[config.mk]
export PLATFORM = sky130hd
export DESIGN_NAME = range_prime_finder
export DESIGN_NICKNAME = d
export VERILOG_FILES = /design/src/rtl/rpf_pkg.sv /design/src/rtl/range_prime_finder.sv /design/src/rtl/rpf_rem_unit.sv
export SDC_FILE = /design/constraint.sdc
export NUM_CORES = 2
export LEC_CHECK = 0
export BUFFER_PORTS_ARGS = -buffer_cell sky130_fd_sc_hd__buf_2
export CAP_MARGIN = 20
export CORE_MARGIN = 8
export CORE_UTILIZATION = 35
export DETAILED_ROUTE_END_ITERATION = 12
export GPL_TIMING_DRIVEN = 1
export PLACE_DENSITY = 0.55
export SYNTH_ARGS = -nofsm -noshare
export SYNTH_HDL_FRONTEND = slang
export SYNTH_SLANG_ARGS = --single-unit
[constraint.sdc]
create_clock -name i_clk -period 24 [get_ports i_clk]
set_clock_uncertainty 0.15 [all_clocks]
set_input_delay 4.8 -clock i_clk [delete_from_list [all_inputs] [get_ports i_clk]]
set_output_delay 4.8 -clock i_clk [all_outputs]
set_load 0.005 [all_outputs]
[src/rtl/rpf_pkg.sv]
// ----------------------------------------------------------------------------
// rpf_pkg: shared types and constants of the range prime finder
// Number widths, register indexes and the request/response bundles of the
// shared remainder unit.
// ----------------------------------------------------------------------------
package rpf_pkg;

    // Width of candidates, bounds and the prime count.
    localparam int NUM_W = 64;
    // A divisor never exceeds the square root of a candidate plus one odd step.
    localparam int DIV_W = (NUM_W + 1) / 2 + 1;
    // Running square of the divisor.
    localparam int SQ_W = 2 * DIV_W;
    // Bit counter of the remainder unit.
    localparam int CNT_W = $clog2(NUM_W);

    localparam logic [NUM_W-1:0] NUM_MAX = {NUM_W{1'b1}};

    // Configuration register indexes.
    localparam int CFG_IDX_W = 1;
    localparam logic [CFG_IDX_W-1:0] REG_RANGE_LOW  = 1'b0;
    localparam logic [CFG_IDX_W-1:0] REG_RANGE_HIGH = 1'b1;
    localparam int CFG_DATA_W = 64;

    // Reset values of the bounds.
    localparam logic [NUM_W-1:0] RANGE_LOW_RST  = NUM_W'(1);
    localparam logic [NUM_W-1:0] RANGE_HIGH_RST = NUM_W'(100);

    typedef struct packed {
        logic             start;
        logic [NUM_W-1:0] dividend;
        logic [DIV_W-1:0] divisor;
    } t_rem_req;

    typedef struct packed {
        logic done;
        logic zero;
    } t_rem_rsp;

endpackage

[src/rtl/range_prime_finder.sv]
// ----------------------------------------------------------------------------
// range_prime_finder: trial-division prime scan over a configured range
// Returns, for each request, the next prime between range_low and
// range_high, the running count of primes and a done flag.
// ----------------------------------------------------------------------------
// Each request walks the candidates from where the previous request stopped
// (or from range_low when restart is set) and returns the next prime, the
// number of primes found since the last restart, and a done flag once no
// prime is left in the range; after that every request repeats value 0,
// the final count and done. Candidates below two are never prime, two is
// prime and other even numbers are rejected in the check state. An odd
// candidate is tested with odd divisors from three while the divisor squared
// does not exceed it; every divisor costs one pass of the shared remainder
// unit plus the test and divide states that sequence it, so the time a
// request takes depends on the data and on the receiver: a check for every
// candidate it visits, a remainder pass per trial divisor, a final square
// compare when an odd candidate turns out prime, and the posting of the
// result, which waits while the output register is still held downstream.
// The block takes one request at a time and drives o_stall for the whole
// search; a finished result sits in the output register, so the next request
// may be accepted while it waits downstream. The user must write the bounds
// through the configuration port only while the block is idle; the block
// does not enforce this. A new range_low takes effect at the next restart,
// a new range_high at once.
module range_prime_finder import rpf_pkg::*; (
    input  logic                  i_clk,
    input  logic                  i_rst_n,
    // Configuration port.
    input  logic                  i_cfg_we,
    input  logic [CFG_IDX_W-1:0]  i_cfg_index,
    input  logic [CFG_DATA_W-1:0] i_cfg_data,
    // Request channel.
    input  logic                  i_valid,
    input  logic                  i_restart,
    output logic                  o_stall,
    // Result channel.
    output logic                  o_valid,
    output logic [NUM_W-1:0]      o_prime_value,
    output logic [NUM_W-1:0]      o_prime_count,
    output logic                  o_done_res,
    input  logic                  i_stall
);

    typedef enum logic [2:0] {
        S_IDLE,
        S_CHECK,
        S_TEST,
        S_DIV,
        S_OUT
    } t_state;

    t_state r_state, n_state;

    // Bounds.
    logic [NUM_W-1:0] r_low, r_high;

    // Scan state: next candidate, primes found, range used up.
    logic [NUM_W-1:0] r_cand, n_cand;
    logic [NUM_W-1:0] r_cnt, n_cnt;
    logic             r_fin, n_fin;

    // Trial divisor and its square.
    logic [DIV_W-1:0] r_d, n_d;
    logic [SQ_W-1:0]  r_sq, n_sq;

    // Result waiting for the output register.
    logic [NUM_W-1:0] r_res_value, n_res_value;
    logic             r_res_done, n_res_done;

    // Output register.
    logic             r_ovalid, n_ovalid;
    logic [NUM_W-1:0] r_oval, n_oval;
    logic [NUM_W-1:0] r_ocnt, n_ocnt;
    logic             r_odone, n_odone;

    t_rem_req rem_req;
    t_rem_rsp rem_rsp;

    logic cand_last;
    logic found_prime;
    logic found_comp;
    logic in_accept;

    rpf_rem_unit u_rem (
        .i_clk   (i_clk),
        .i_rst_n (i_rst_n),
        .i_req   (rem_req),
        .o_rsp   (rem_rsp)
    );

    assign in_accept = i_valid && (r_state == S_IDLE);
    // The current candidate is the last one the scan may look at.
    assign cand_last = (r_cand == r_high) || (r_cand == NUM_MAX);

    always_comb begin
        n_state     = r_state;
        n_cand      = r_cand;
        n_cnt       = r_cnt;
        n_fin       = r_fin;
        n_d         = r_d;
        n_sq        = r_sq;
        n_res_value = r_res_value;
        n_res_done  = r_res_done;
        found_prime = 1'b0;
        found_comp  = 1'b0;

        rem_req.start    = 1'b0;
        rem_req.dividend = r_cand;
        rem_req.divisor  = r_d;

        unique case (r_state)
            S_IDLE: begin
                if (in_accept) begin
                    if (i_restart) begin
                        n_cand  = r_low;
                        n_cnt   = '0;
                        n_fin   = 1'b0;
                        n_state = S_CHECK;
                    end else if (r_fin) begin
                        n_res_value = '0;
                        n_res_done  = 1'b1;
                        n_state     = S_OUT;
                    end else begin
                        n_state = S_CHECK;
                    end
                end
            end
            S_CHECK: begin
                if (r_cand > r_high) begin
                    n_fin       = 1'b1;
                    n_res_value = '0;
                    n_res_done  = 1'b1;
                    n_state     = S_OUT;
                end else if (r_cand < NUM_W'(2)) begin
                    found_comp = 1'b1;
                end else if (r_cand == NUM_W'(2)) begin
                    found_prime = 1'b1;
                end else if (!r_cand[0]) begin
                    found_comp = 1'b1;
                end else begin
                    n_d     = DIV_W'(3);
                    n_sq    = SQ_W'(9);
                    n_state = S_TEST;
                end
            end
            S_TEST: begin
                if (r_sq > SQ_W'(r_cand)) begin
                    found_prime = 1'b1;
                end else begin
                    rem_req.start = 1'b1;
                    n_state       = S_DIV;
                end
            end
            S_DIV: begin
                if (rem_rsp.done) begin
                    if (rem_rsp.zero) begin
                        found_comp = 1'b1;
                    end else begin
                        // (d + 2)^2 = d^2 + 4d + 4
                        n_sq    = r_sq + SQ_W'({r_d, 2'b00}) + SQ_W'(4);
                        n_d     = r_d + DIV_W'(2);
                        n_state = S_TEST;
                    end
                end
            end
            S_OUT: begin
                if (!r_ovalid || !i_stall) begin
                    n_state = S_IDLE;
                end
            end
            default: begin
                n_state = S_IDLE;
            end
        endcase

        // A prime ends the request. The scan moves past it unless it sits at
        // the top of the number range, where the scan stops until the next restart.
        if (found_prime) begin
            n_cnt       = r_cnt + NUM_W'(1);
            n_fin       = (r_cand == NUM_MAX);
            n_cand      = (r_cand == NUM_MAX) ? r_cand : r_cand + NUM_W'(1);
            n_res_value = r_cand;
            n_res_done  = 1'b0;
            n_state     = S_OUT;
        end

        // A composite moves on to the next candidate, or ends the scan.
        if (found_comp) begin
            if (cand_last) begin
                n_fin       = 1'b1;
                n_res_value = '0;
                n_res_done  = 1'b1;
                n_state     = S_OUT;
            end else begin
                n_cand  = r_cand + NUM_W'(1);
                n_state = S_CHECK;
            end
        end
    end

    // Output register: loaded when the result is posted, emptied when taken.
    always_comb begin
        n_ovalid = r_ovalid;
        n_oval   = r_oval;
        n_ocnt   = r_ocnt;
        n_odone  = r_odone;
        if (r_ovalid && !i_stall) begin
            n_ovalid = 1'b0;
        end
        if ((r_state == S_OUT) && (!r_ovalid || !i_stall)) begin
            n_ovalid = 1'b1;
            n_oval   = r_res_value;
            n_ocnt   = r_cnt;
            n_odone  = r_res_done;
        end
    end

    always_ff @(posedge i_clk) begin
        if (!i_rst_n) begin
            r_state  <= S_IDLE;
            r_low    <= RANGE_LOW_RST;
            r_high   <= RANGE_HIGH_RST;
            r_cand   <= RANGE_LOW_RST;
            r_cnt    <= '0;
            r_fin    <= 1'b0;
            r_ovalid <= 1'b0;
        end else begin
            r_state  <= n_state;
            r_cand   <= n_cand;
            r_cnt    <= n_cnt;
            r_fin    <= n_fin;
            r_ovalid <= n_ovalid;
            if (i_cfg_we) begin
                unique case (i_cfg_index)
                    REG_RANGE_LOW:  r_low  <= NUM_W'(i_cfg_data);
                    REG_RANGE_HIGH: r_high <= NUM_W'(i_cfg_data);
                    default: begin
                    end
                endcase
            end
        end
        r_d         <= n_d;
        r_sq        <= n_sq;
        r_res_value <= n_res_value;
        r_res_done  <= n_res_done;
        r_oval      <= n_oval;
        r_ocnt      <= n_ocnt;
        r_odone     <= n_odone;
    end

    assign o_stall       = (r_state != S_IDLE);
    assign o_valid       = r_ovalid;
    assign o_prime_value = r_oval;
    assign o_prime_count = r_ocnt;
    assign o_done_res    = r_odone;

endmodule

[src/rtl/rpf_rem_unit.sv]
// ----------------------------------------------------------------------------
// rpf_rem_unit: iterative remainder unit
// Restoring division, one dividend bit per cycle; reports whether the
// remainder is zero.
// ----------------------------------------------------------------------------
module rpf_rem_unit import rpf_pkg::*; (
    input  logic     i_clk,
    input  logic     i_rst_n,
    input  t_rem_req i_req,
    output t_rem_rsp o_rsp
);

    logic             r_busy;
    logic             r_done;
    logic             r_zero;
    logic [CNT_W-1:0] r_cnt;
    logic [NUM_W-1:0] r_dvd;
    logic [DIV_W-1:0] r_dvs;
    logic [DIV_W-1:0] r_rem;

    logic [DIV_W:0]   shifted;
    logic [DIV_W-1:0] n_rem;

    // The partial remainder stays below the divisor, so one compare and
    // subtract per bit is enough.
    always_comb begin
        shifted = {r_rem, r_dvd[NUM_W-1]};
        if (shifted >= {1'b0, r_dvs}) begin
            n_rem = DIV_W'(shifted - {1'b0, r_dvs});
        end else begin
            n_rem = shifted[DIV_W-1:0];
        end
    end

    always_ff @(posedge i_clk) begin
        if (!i_rst_n) begin
            r_busy <= 1'b0;
            r_done <= 1'b0;
        end else begin
            r_done <= 1'b0;
            if (i_req.start) begin
                r_busy <= 1'b1;
                r_cnt  <= CNT_W'(NUM_W - 1);
                r_dvd  <= i_req.dividend;
                r_dvs  <= i_req.divisor;
                r_rem  <= '0;
            end else if (r_busy) begin
                r_rem <= n_rem;
                r_dvd <= {r_dvd[NUM_W-2:0], 1'b0};
                r_cnt <= r_cnt - CNT_W'(1);
                if (r_cnt == '0) begin
                    r_busy <= 1'b0;
                    r_done <= 1'b1;
                    r_zero <= (n_rem == '0);
                end
            end
        end
    end

    assign o_rsp.done = r_done;
    assign o_rsp.zero = r_zero;

endmodule

==> reports/qor.txt <==
Status = complete, no violations
Nets = 4226
Yosys warnings = 0
Mux contribution to synthesized area = 2.538%
Critical path launch point type = input port
Critical Path AT = 7.39 ns
Placed Cells = 5220
H-tree depth = 3
Final cell count without fillers = 5373
Routed vias/inst = 5.508
Top post-synthesis cells by count = 543 x nand2_1, 360 x edfxtp_1, 336 x a21oi_1
CP cell instances = buf_2, inv_6, buf_4, nor2_4, buf_4
GRT Util Overall = 19.37%
Average size of a mapped cell = 9.527 µm²
Distinct cells, synth = 98
Post-DP HPWL = 79.74 mm
Initial Util = 35.16%
Synth Area in Compound Gates = 15.63%
Layout cells sized above 1 = 12.71%
Max Cap Viol = 0
PwrDens = 97.39 nW/µm²
Yosys top cell by area = edfxtp_1
First-pass GRT wire length = 173.1 mm
Top Ports = 202
Die Area = 114200 µm²
Post-cts sizing count = 0
CTS clk-pin slew, worst paths = 0.06 ns
Top FF cell, synth = edfxtp_1
Max Clk Rate = 0.1377 GHz
Initial antenna violation count = 6
Grt ovf = 0
FF+latch count, synth = 688
Period Utilization, post-route = 30.26%
Gate Count Post-Synth = 3809
Slowest-stage cell, CP = buf_4
Clock tree buffer depth = 3
Largest family of logic cells by synthesized area = simple AND/OR/NAND/NOR gates
Max IR drop VDD = 0.05848 mV
Synth Area in Simple Gates = 18.37%
Initial DRC Count = 2887
CP most frequent cell = buf_4
Final setup margin = 16.74 ns
Sequential-to-total area share from yosys stat = 47.88%
Post-CTS Setup Bufs = 0
Maximum number of pins on one net before global-route repair = 91
Filler instances = 10247
DR WL/cell = 21.20 µm
Async set-reset flop share out of synthesis = 0%
Slew margin rel. = 20.15%
Core Area = 103200 µm²
TritonCTS buffer count = 81
Crit path max fanout = 80
Post-synthesis xor/xnor area fraction = 3.017%
Via Count = 29596
Row count = 118
Setup violations, final = 0
Vias in the first global route = 27878
Placer Congestion = 0.8616
Final core utilization = 40.11%
Setup tns final = 0 ns
CTS tree = built
Die height = 338 µm
Synth top area cells = edfxtp_1 30%, dfxtp_1 18%, ha_1 7.9%, nand2_1 5.6%, a21oi_1 4.6%
Total Power = 4.032 mW
Worst hold slack = 0.2777 ns
Routed wire length = 113.9 mm
Top-count cell post-synth = nand2_1
Post-Place Cell Area = 38550 µm²
Dpl ws = 16.10 ns
Unrepaired setup endpoints after global routing = no
Post-route cell area = 41390 µm²
Yosys top cell area share = 29.79%
Number of synthesized flops with an enable pin = 360
CTS sink cnt = 688
Slowest stage delay, CP = 0.67 ns
Pins Over Slew Limit = 0
Adder-cell area share of the yosys netlist = 8.006%
Synthesized area = 36290 µm²
Clk_lat worst skew = 0.66 ns
I/O Buffers = 201
CP Capture Type = flip-flop
Multi-input gate area = 17370 µm²
Fin crit period = 7.263 ns
Syn nets = 4111
Root Driver = clkbuf_16
Critical path type = input port to flip-flop
DRT antenna net count = 0
DRC viols = 0
Worst endpoint required time = 24.12 ns
Hold-fix buffers at CTS = 0
Die width = 338 µm
Static Leak = 15.16 nW
Storage cell area = 17380 µm²
Hold Fails Final Rpt = 0
Synthesis-to-layout area growth = 14.07%
Drt first pass iters = 5
Worst-Margin Slew = 1.191 ns
Hold Path Class = flip-flop to flip-flop
-- cell families (layout without fill, tap and decap cells) --
| family | after synthesis | after routing |
|---|---|---|
| muxes | 83 | 83 |
| other | 0 | 3 |
| buffers and inverters | 412 | 593 |
| adders and majority gates | 231 | 231 |
| and+or+nand+nor | 1385 | 1385 |
| DFF | 688 | 688 |
| AOI/OAI and AO/OA | 885 | 885 |
| xor gates and xnor gates | 125 | 125 |
-- cell type report --
type / instances / share of cell area (%)
inverters: 203 / 1.853
multi-input cells: 2709 / 41.95
clock inverters: 45 / 1.454
flip-flops and latches: 688 / 41.98
well taps: 1380 / 4.171
diodes: 3 / 0.01814
repair buffers: 241 / 3.222
clock buffers: 104 / 5.353
-- worst max-delay path: cells and delay by family --
family        cells  cell delay [ns]
buf+inv           4             2.23
simple gates      1             0.20
-- registers in the layout, summed over array words and instances (netlist names) --
name and cells:
r_sq 63, o_prime_value 64, r_res_value 64, o_prime_count 64, r_cand 64, u_rem.r_cnt 6, r_high 64, u_rem.r_zero 1
r_cnt 64, u_rem.r_busy 1, r_state 3, u_rem.r_done 1, r_d 32, u_rem.r_dvd 64, o_valid 1, r_low 64
r_res_done 1, o_done_res 1, u_rem.r_dvs 32, u_rem.r_rem 33, r_fin 1
-- metal layers --
| layer | global-route usage [%] | vias up | routed length (µm) |
|---|---|---|---|
| met1 | 27.50 | 14368 | 52630 |
| met2 | 30.66 | 954 | 51590 |
| met3 | 2.914 | 143 | 7042 |
| li1 | - | 14131 | - |
| met5 | 0 | - | 0 |
| met4 | 5.289 | 0 | 2633 |
-- final timing paths --
kind	startpoint	endpoint	slack (ns)	cells after the start
max reg2reg	r_cand[63]	u_rem.r_dvs[28]	18.15	11
max	i_rst_n	u_rem.r_dvd[19]	16.74	5
min reg2reg	r_res_value[23]	o_prime_value[23]	0.28	0
min	r_res_value[23]	o_prime_value[23]	0.28	0
-- report_power, final --
group | total, mW | internal, mW | switching, mW
Clock | 1.31 | 0.787 | 0.521
Combinational | 1.17 | 0.399 | 0.767
Sequential | 1.56 | 1.42 | 0.141
Total | 4.03 | 2.60 | 1.43
-- cell usage in the layout, fill, tap and decap left out, types with 11 or more instances in the layout --
cell and instances:
clkbuf_1 15, edfxtp_1 360, inv_1 199, bufinv_16 12, xnor2_1 75, nor4_1 43, a221oi_1 30, nand2_1 541
nand2b_1 31, xor2_1 50, and3_1 44, mux2i_1 11, o211ai_1 35, or3_1 27, a211o_1 13, ha_1 229
a21oi_1 334, nand3_1 115, a22oi_1 72, a211oi_1 24, buf_4 38, or4_1 21, o31ai_1 20, a21o_1 37
o21a_1 13, dfxtp_1 328, nor2_1 279, and4_1 14, nor3_1 63, buf_2 201, nand4_1 91, mux2_2 72
clkbuf_16 83, nor2b_1 19, o21ai_0 139, a31oi_1 39, clkinv_2 12, and2_1 30
(Power assumes the default switching activity.)
